## config.mk

```make
export PLATFORM = sky130hd
export DESIGN_NAME = xmodem_checksum_sender
export DESIGN_NICKNAME = d
export VERILOG_FILES = /design/src/sv/xcs_pkg.sv /design/src/sv/xcs_front.sv /design/src/sv/xcs_queue.sv /design/src/sv/xcs_back.sv /design/src/sv/xmodem_checksum_sender.sv
export SDC_FILE = /design/constraint.sdc
export NUM_CORES = 1
export LEC_CHECK = 0
export BUFFER_PORTS_ARGS = -buffer_cell sky130_fd_sc_hd__buf_2
export CAP_MARGIN = 5
export CORE_ASPECT_RATIO = 0.8
export CORE_MARGIN = 5
export CORE_UTILIZATION = 40
export CTS_BUF_LIST = sky130_fd_sc_hd__clkbuf_8
export CTS_CLUSTER_SIZE = 10
export DETAILED_ROUTE_END_ITERATION = 10
export GPL_TIMING_DRIVEN = 0
export SLEW_MARGIN = 30
export SYNTH_ARGS = -nofsm -noshare
export SYNTH_HDL_FRONTEND = slang
export SYNTH_SLANG_ARGS = --single-unit
```

## constraint.sdc

```tcl
create_clock -name clk -period 11.59 [get_ports clk]
set_clock_uncertainty 0.2 [all_clocks]
set_input_delay 1.159 -clock clk [delete_from_list [all_inputs] [get_ports clk]]
set_output_delay 1.159 -clock clk [all_outputs]
set_load 0.02 [all_outputs]
```

## src/sv/xcs_pkg.sv

```systemverilog
// ----------------------------------------------------------------------------
// xcs_pkg
// Shared types, codes and constants for the XMODEM checksum sender.
// ----------------------------------------------------------------------------
package xcs_pkg;

	// packet geometry
	localparam int PACKET_BYTES = 128;
	localparam int FILL_W       = $clog2(PACKET_BYTES + 1);
	localparam int MAX_RESULTS  = 4;
	localparam int RES_IDX_W    = $clog2(MAX_RESULTS);
	localparam int QUEUE_DEPTH  = 2;

	// link characters
	localparam logic [7:0] CH_SOH = 8'h01;
	localparam logic [7:0] CH_EOT = 8'h04;
	localparam logic [7:0] CH_ACK = 8'h06;
	localparam logic [7:0] CH_NAK = 8'h15;

	// input operation codes
	localparam logic [1:0] OP_DATA = 2'd0;
	localparam logic [1:0] OP_EOF  = 2'd1;
	localparam logic [1:0] OP_LINK = 2'd2;

	typedef enum logic [1:0] {
		ST_OK       = 2'd0,
		ST_REFUSED  = 2'd1,
		ST_ABORTED  = 2'd2,
		ST_FINISHED = 2'd3
	} status_t;

	// one run of identical link bytes
	typedef struct packed {
		logic       send;
		logic [7:0] tx_byte;
		logic [7:0] run_length;
	} res_t;

	// everything one accepted word produces, handed from front to back
	typedef struct packed {
		res_t [MAX_RESULTS-1:0] res;
		logic [RES_IDX_W-1:0]   last_idx;
		status_t                status;
		logic [7:0]             block_number;
	} job_t;

	function automatic res_t mk_res(input logic [7:0] b, input logic [7:0] run);
		res_t r;
		r.send       = 1'b1;
		r.tx_byte    = b;
		r.run_length = run;
		return r;
	endfunction

endpackage

```

## src/sv/xcs_front.sv

```systemverilog
// ----------------------------------------------------------------------------
// xcs_front
// Protocol state machine: takes one input word a cycle while the queue is not
// full, updates the session state and packs the resulting link runs into a job for the back end.
// ----------------------------------------------------------------------------
module xcs_front (
	input  logic          clk,
	input  logic          arst_n,
	input  logic          item_valid,
	output logic          item_stall,
	input  logic [1:0]    op,
	input  logic [7:0]    value,
	output xcs_pkg::job_t job,
	output logic          job_push,
	input  logic          q_full
);
	import xcs_pkg::*;

	typedef enum logic [2:0] {
		PH_WAIT_NAK,
		PH_FILL,
		PH_WAIT_ACK,
		PH_WAIT_EOT_ACK,
		PH_DONE,
		PH_ABORTED
	} phase_t;

	localparam logic [FILL_W-1:0] PKT_LEN = FILL_W'(PACKET_BYTES);

	phase_t              phase_q, phase_d;
	logic [7:0]          block_q, block_d;
	logic [FILL_W-1:0]   fill_q, fill_d, fill_inc, pad_len;
	logic [7:0]          sum_q, sum_d, sum_inc;
	logic                eot_q, eot_d;
	status_t             status_c;
	res_t [MAX_RESULTS-1:0] res_c;
	logic [RES_IDX_W:0]  n;

	assign item_stall = q_full;
	assign job_push   = item_valid && !q_full;
	assign fill_inc   = fill_q + 1'b1;
	assign pad_len    = PKT_LEN - fill_q;
	assign sum_inc    = sum_q + value;

	always_comb begin
		phase_d  = phase_q;
		block_d  = block_q;
		fill_d   = fill_q;
		sum_d    = sum_q;
		eot_d    = eot_q;
		status_c = ST_OK;
		res_c    = '0;
		n        = '0;
		unique case (phase_q)
			PH_WAIT_NAK: begin
				if (op == OP_LINK) begin
					if (value == CH_NAK)
						phase_d = PH_FILL;
				end else begin
					status_c = ST_REFUSED;
				end
			end
			PH_FILL: begin
				if (op == OP_DATA) begin
					if (fill_q == '0) begin
						res_c[n[RES_IDX_W-1:0]] = mk_res(CH_SOH, 8'd1);
						n = n + 1'b1;
						res_c[n[RES_IDX_W-1:0]] = mk_res(block_q, 8'd1);
						n = n + 1'b1;
						res_c[n[RES_IDX_W-1:0]] = mk_res(8'd255 - block_q, 8'd1);
						n = n + 1'b1;
					end
					res_c[n[RES_IDX_W-1:0]] = mk_res(value, 8'd1);
					n = n + 1'b1;
					sum_d  = sum_inc;
					fill_d = fill_inc;
					if (fill_inc == PKT_LEN) begin
						res_c[n[RES_IDX_W-1:0]] = mk_res(sum_inc, 8'd1);
						n = n + 1'b1;
						phase_d = PH_WAIT_ACK;
					end
				end else if (op == OP_EOF) begin
					if (fill_q == '0) begin
						res_c[0] = mk_res(CH_EOT, 8'd1);
						n        = (RES_IDX_W+1)'(1);
						phase_d  = PH_WAIT_EOT_ACK;
					end else begin
						res_c[0] = mk_res(8'd0, 8'(pad_len));
						res_c[1] = mk_res(sum_q, 8'd1);
						n        = (RES_IDX_W+1)'(2);
						eot_d    = 1'b1;
						phase_d  = PH_WAIT_ACK;
					end
				end else begin
					status_c = ST_REFUSED;
				end
			end
			PH_WAIT_ACK: begin
				if (op == OP_LINK) begin
					if (value == CH_ACK) begin
						block_d = block_q + 8'd1;
						fill_d  = '0;
						sum_d   = '0;
						if (eot_q) begin
							res_c[0] = mk_res(CH_EOT, 8'd1);
							n        = (RES_IDX_W+1)'(1);
							phase_d  = PH_WAIT_EOT_ACK;
						end else begin
							phase_d = PH_FILL;
						end
					end else begin
						status_c = ST_ABORTED;
						phase_d  = PH_ABORTED;
					end
				end else begin
					status_c = ST_REFUSED;
				end
			end
			PH_WAIT_EOT_ACK: begin
				if (op == OP_LINK) begin
					if (value == CH_ACK) begin
						status_c = ST_FINISHED;
						phase_d  = PH_DONE;
					end else begin
						res_c[0] = mk_res(CH_EOT, 8'd1);
						n        = (RES_IDX_W+1)'(1);
					end
				end else begin
					status_c = ST_REFUSED;
				end
			end
			default: status_c = ST_REFUSED;
		endcase
	end

	// a job with no runs still delivers one bare result
	always_comb begin
		job.res          = res_c;
		job.status       = status_c;
		job.block_number = block_d;
		if (n == '0)
			job.last_idx = '0;
		else
			job.last_idx = n[RES_IDX_W-1:0] - 1'b1;
	end

	always_ff @(posedge clk or negedge arst_n) begin
		if (!arst_n) begin
			phase_q <= PH_WAIT_NAK;
			block_q <= 8'd1;
			fill_q  <= '0;
			sum_q   <= '0;
			eot_q   <= 1'b0;
		end else if (job_push) begin
			phase_q <= phase_d;
			block_q <= block_d;
			fill_q  <= fill_d;
			sum_q   <= sum_d;
			eot_q   <= eot_d;
		end
	end

endmodule

```

## src/sv/xcs_queue.sv

```systemverilog
// ----------------------------------------------------------------------------
// xcs_queue
// Short job queue between the protocol front end and the result sequencer.
// ----------------------------------------------------------------------------
module xcs_queue (
	input  logic          clk,
	input  logic          arst_n,
	input  logic          push,
	input  xcs_pkg::job_t wr_data,
	input  logic          pop,
	output xcs_pkg::job_t rd_data,
	output logic          empty,
	output logic          full
);
	import xcs_pkg::*;

	localparam int PTR_W = (QUEUE_DEPTH > 1) ? $clog2(QUEUE_DEPTH) : 1;
	localparam int CNT_W = $clog2(QUEUE_DEPTH + 1);
	localparam logic [PTR_W-1:0] PTR_LAST = PTR_W'(QUEUE_DEPTH - 1);

	job_t             mem_q [QUEUE_DEPTH];
	logic [PTR_W-1:0] wr_ptr_q, rd_ptr_q;
	logic [CNT_W-1:0] count_q;
	logic             do_push, do_pop;

	assign empty   = (count_q == '0);
	assign full    = (count_q == CNT_W'(QUEUE_DEPTH));
	assign do_push = push && !full;
	assign do_pop  = pop && !empty;
	assign rd_data = mem_q[rd_ptr_q];

	always_ff @(posedge clk) begin
		if (do_push)
			mem_q[wr_ptr_q] <= wr_data;
	end

	always_ff @(posedge clk or negedge arst_n) begin
		if (!arst_n) begin
			wr_ptr_q <= '0;
			rd_ptr_q <= '0;
			count_q  <= '0;
		end else begin
			if (do_push)
				wr_ptr_q <= (wr_ptr_q == PTR_LAST) ? '0 : wr_ptr_q + 1'b1;
			if (do_pop)
				rd_ptr_q <= (rd_ptr_q == PTR_LAST) ? '0 : rd_ptr_q + 1'b1;
			if (do_push && !do_pop)
				count_q <= count_q + 1'b1;
			else if (do_pop && !do_push)
				count_q <= count_q - 1'b1;
		end
	end

endmodule

```

## src/sv/xcs_back.sv

```systemverilog
// ----------------------------------------------------------------------------
// xcs_back
// Result sequencer: walks the runs of the head job, one result word a
// cycle while result_stall is low, into a registered output stage.
// ----------------------------------------------------------------------------
module xcs_back (
	input  logic          clk,
	input  logic          arst_n,
	input  xcs_pkg::job_t head,
	input  logic          q_empty,
	output logic          pop,
	output logic          result_valid,
	input  logic          result_stall,
	output logic          send,
	output logic [7:0]    tx_byte,
	output logic [7:0]    run_length,
	output logic [1:0]    status,
	output logic [7:0]    block_number,
	output logic          last
);
	import xcs_pkg::*;

	logic [RES_IDX_W-1:0] idx_q;
	logic                 valid_q;
	res_t                 res_q;
	status_t              status_q;
	logic [7:0]           block_q;
	logic                 last_q;
	logic                 load, take, is_last;

	assign load    = !valid_q || !result_stall;
	assign take    = load && !q_empty;
	assign is_last = (idx_q == head.last_idx);
	assign pop     = take && is_last;

	always_ff @(posedge clk or negedge arst_n) begin
		if (!arst_n) begin
			valid_q <= 1'b0;
			idx_q   <= '0;
		end else if (take) begin
			valid_q <= 1'b1;
			idx_q   <= is_last ? '0 : idx_q + 1'b1;
		end else if (load) begin
			valid_q <= 1'b0;
		end
	end

	always_ff @(posedge clk) begin
		if (take) begin
			res_q    <= head.res[idx_q];
			status_q <= head.status;
			block_q  <= head.block_number;
			last_q   <= is_last;
		end
	end

	assign result_valid = valid_q;
	assign send         = res_q.send;
	assign tx_byte      = res_q.tx_byte;
	assign run_length   = res_q.run_length;
	assign status       = status_q;
	assign block_number = block_q;
	assign last         = last_q;

endmodule

```

## src/sv/xmodem_checksum_sender.sv

```systemverilog
// ----------------------------------------------------------------------------
// xmodem_checksum_sender
// XMODEM checksum-mode packet framer with decoupled protocol and output sides.
// ----------------------------------------------------------------------------
//
//  channel  | handshake                  | payload
//  ---------+----------------------------+-----------------------------------
//  item     | item_valid / item_stall    | op, value
//  result   | result_valid / result_stall| send, tx_byte, run_length, status,
//           |                            | block_number, last
//
// The front end takes one item a cycle while the job queue has room; the
// protocol state moves on at the edge the item is taken.
// Each item gives one to four result words (four for the first data byte of
// a packet); the back end sends one word a cycle while result_stall is low.
// Result stall holds the output register; the two-entry queue keeps taking
// items until it fills, then item_stall rises.
// Reset (arst_n low) clears the phase, block counter (to 1), fill count,
// checksum, pending-EOT flag, queue pointers and output valid. No sweep.
//
module xmodem_checksum_sender (
	input  logic       clk,
	input  logic       arst_n,
	input  logic       item_valid,
	output logic       item_stall,
	input  logic [1:0] op,
	input  logic [7:0] value,
	output logic       result_valid,
	input  logic       result_stall,
	output logic       send,
	output logic [7:0] tx_byte,
	output logic [7:0] run_length,
	output logic [1:0] status,
	output logic [7:0] block_number,
	output logic       last
);
	import xcs_pkg::*;

	job_t job_in, job_head;
	logic job_push, job_pop, q_empty, q_full;

	// protocol front end: classifies the word and builds its job
	xcs_front u_front (
		.clk        (clk),
		.arst_n     (arst_n),
		.item_valid (item_valid),
		.item_stall (item_stall),
		.op         (op),
		.value      (value),
		.job        (job_in),
		.job_push   (job_push),
		.q_full     (q_full)
	);

	// decoupling queue
	xcs_queue u_queue (
		.clk     (clk),
		.arst_n  (arst_n),
		.push    (job_push),
		.wr_data (job_in),
		.pop     (job_pop),
		.rd_data (job_head),
		.empty   (q_empty),
		.full    (q_full)
	);

	// result sequencer and output register
	xcs_back u_back (
		.clk          (clk),
		.arst_n       (arst_n),
		.head         (job_head),
		.q_empty      (q_empty),
		.pop          (job_pop),
		.result_valid (result_valid),
		.result_stall (result_stall),
		.send         (send),
		.tx_byte      (tx_byte),
		.run_length   (run_length),
		.status       (status),
		.block_number (block_number),
		.last         (last)
	);

endmodule

```

==> reports/qor.csv <==
metric,value,unit
outcome,"finished, final reports clean",
startpoint,u_front.fill_q[0],
synth_area_per_cell,13.7,sq um
multi_input_area,2760,sq um
hp-class,reg2reg,
synth_mux_area_share,8.50,%
max_slew_margin,41.7,%
syn-cell-area,7930,sq um
clkTransAtPathRegs,0.10,ns
ioPinCount,44,
synth_top_area_cell,edfxtp_1,
finalInstanceArea,9070,sq um
h-tree-depth,4,
grt_start_max_net_pins,36,
syn_inst,579,
synthFlopType,edfxtp_1,
postCtsHoldBufs,0,
clk_root_buffer_cell,clkbuf_8,
place_congestion,0.836,
insertion_delay,0.46,ns
numClockSinks,173,
synth_nets,609,
initial_core_util,40.3,%
yosys_warnings,0,
numCtsBuffers,17,
layoutNonFillerInstCount,923,
placed_cell_area,8620,sq um
power.density,206,nW/um^2
slew_violations,0,
maxCapViolCount,0,
grt_pass1_wl,27500,um
cts_tree,done,
holdPathStages,1,
synth_top_area_share,52.2,%
grt_use_total,15.5,%
crit_buf_inv,4,
synth_seq_cells,173,
fillers,1775,
routed_wl,17100,um
arrival,3.78,ns
critPathMaxStageDelay,0.53,ns
synth-compound-area-share,7.86,%
synth_top_family_by_area,simple AND/OR/NAND/NOR gates,
postCtsSetupBuffers,0,
worstPathCellList,clkbuf_1 > inv_1 > ha_1 > or3b_1 > nor3_4 > inv_2 > clkbuf_1 > ha_1 > or4_1 > a21oi_1,
critical_path.top_delay_family,simple AND/OR/NAND/NOR gates,
worstRegToRegCells,10,
regArea,5020,sq um
synth_edf_count,138,
required,11.66,ns
dp_cells,890,
die_w,167,um
drive_gt1_share,21.2,%
worstSetupPathDepth,10,
hold_path.startpoint,u_queue.count_q[1],
finalHoldViolCount,0,
tns,0,ns
grt_setup_unrepaired,false,
grt-ovfl-total,0,
fin_hold_ws,0.307,ns
finalSetupViolCount,0,
row_count,46,
hpwl,12200,um
drc,0,
p_leak,3.51,nW
period_needed,3.71,ns
first_global_vias,4912,
die-area,22800,sq um
antenna_found_initial,0,
slowest_stage,or4_1,
initialDrtViolationCount,205,
port_buffers,42,
synth-xor-area-share,3.75,%
critical_path_class,reg2reg,
path_max_fanout,11,
worstReg2RegStart,u_front.fill_q[0],
cts_max_path_buffers,2,
synthAdderAreaFrac,2.62,%
start_kind,flip-flop,
synth.distinct_cells,71,
period_share,32.0,%
nNetsFinal,676,
worst_pin_slew,0.874,ns
ys_seq_area_share,63.3,%
antenna_left,0,
coreArea,19700,sq um
vias,4955,
worstSetupEndpointType,flip-flop,
via_per_inst,5.37,
synthArstFlopShare,20.2,%
drt_first_pass_iters,5,
utilization,46.1,%
wire_per_inst,18.6,um
n_antenna_cell,0,
synth-simple-area-share,11.7,%
syn2layout_area_growth,14.3,%
synth.area.top_cells,"edfxtp_1 52%, dfrtp_1 11%, mux4_2 5.1%",
max_freq,0.270,GHz
irDropWorstVdd,0.0886,mV
die_y,136,um
ctsResizeCount,0,
[sequential cells by signal, summed over array words and instances (netlist names), 2 cells and up]
signal / cells
u_back.run_length: 8
u_front.phase_q: 3
u_back.block_number: 8
u_front.fill_q: 8
u_queue.mem_q: 110
u_back.idx_q: 2
u_queue.count_q: 2
u_back.tx_byte: 8
u_front.block_q: 8
u_front.sum_q: 8
u_back.status: 2
[worst reg2reg max path: stages (launching register included)]
cell	delay, ns
dfrtp_1	0.42
clkbuf_1	0.21
inv_1	0.18
ha_1	0.20
or3b_1	0.46
nor3_4	0.35
inv_2	0.06
clkbuf_1	0.27
ha_1	0.41
or4_1	0.53
a21oi_1	0.23
[kinds of logic (layout without fill, tap and decap cells)]
family | after synthesis | count (layout)
and+or+nand+nor | 174 | 174
DFF | 173 | 173
AOI/OAI and AO/OA | 95 | 95
buffers and inverters | 44 | 124
muxes | 43 | 43
xor gates and xnor gates | 34 | 34
adders and majority gates | 16 | 16
[synthesized netlist by cell type, types with 8 or more instances]
| cell type | n |
|---|---|
| mux2_2 | 10 |
| nand3_1 | 18 |
| nor2_1 | 38 |
| xnor2_1 | 21 |
| dfrtp_1 | 34 |
| ha_1 | 15 |
| mux2i_1 | 13 |
| o31ai_1 | 8 |
| nor2b_1 | 8 |
| a21oi_1 | 26 |
| nor3_1 | 9 |
| buf_2 | 8 |
| mux4_2 | 18 |
| a22o_1 | 8 |
| and3_1 | 15 |
| xor2_1 | 13 |
| edfxtp_1 | 138 |
| o21ai_0 | 20 |
| clkbuf_1 | 11 |
| inv_1 | 14 |
| nand2_1 | 46 |
[layer usage]
metal  track usage (%)  vias to the layer above  wire length [um]
li1                  -                     2333                 -
met1              20.9                     2494              7760
met2              25.4                      106              8250
met3              3.78                       22               836
met4              4.28                        0               293
met5                 0                        -                 0
[layout make-up]
| type | count | area share [%] |
|---|---|---|
| repair buffers | 48 | 3.92 |
| multi-input cells | 362 | 30.5 |
| well taps | 264 | 3.64 |
| inverters | 17 | 0.704 |
| flip-flops and latches | 173 | 55.4 |
| plain buffers | 27 | 1.32 |
| clock buffers | 17 | 2.58 |
| clock inverters | 15 | 1.99 |
[path summary, 6_finish.rpt]
| check | to | slack, ns |
|---|---|---|
| min in group asynchronous | u_front.fill_q[0] | 0.35 |
| max reg2reg | u_queue.mem_q[0][11] | 7.88 |
| min | u_queue.count_q[1] | 0.31 |
| max in group asynchronous | u_front.block_q[0] | 10.32 |
| max | u_queue.mem_q[0][11] | 7.88 |
| min reg2reg | u_queue.count_q[1] | 0.31 |
[power by group]
part | switching [mW] | internal (mW)
clock | 0.248 | 0.181
combinational | 0.325 | 0.218
sequential | 0.0378 | 0.855
[placed cells by master, fill, tap and decap left out, types with 10 or more instances in the layout]
cell type and count:
ha_1 15, xnor2_1 21, a21oi_1 25, mux4_2 18, clkbuf_1 11, inv_1 14
o21ai_0 20, nand2_1 46, nand3_1 18, and3_1 15, nor2_1 36, dfrtp_1 34
buf_2 50, edfxtp_1 138, mux2_2 10, mux2i_1 13, clkbuf_8 17, xor2_1 13
[stage by stage]
step,setup WS [ns],total power [mW]
2_1_floorplan,7.16,1.27
3_3_place_gp,5.51,1.43
3_5_place_dp,7.91,1.47
4_1_cts,7.90,1.89
5_1_grt,7.75,1.97
6_report,7.88,1.86
Note: power is estimated with default switching activity, not from simulation.
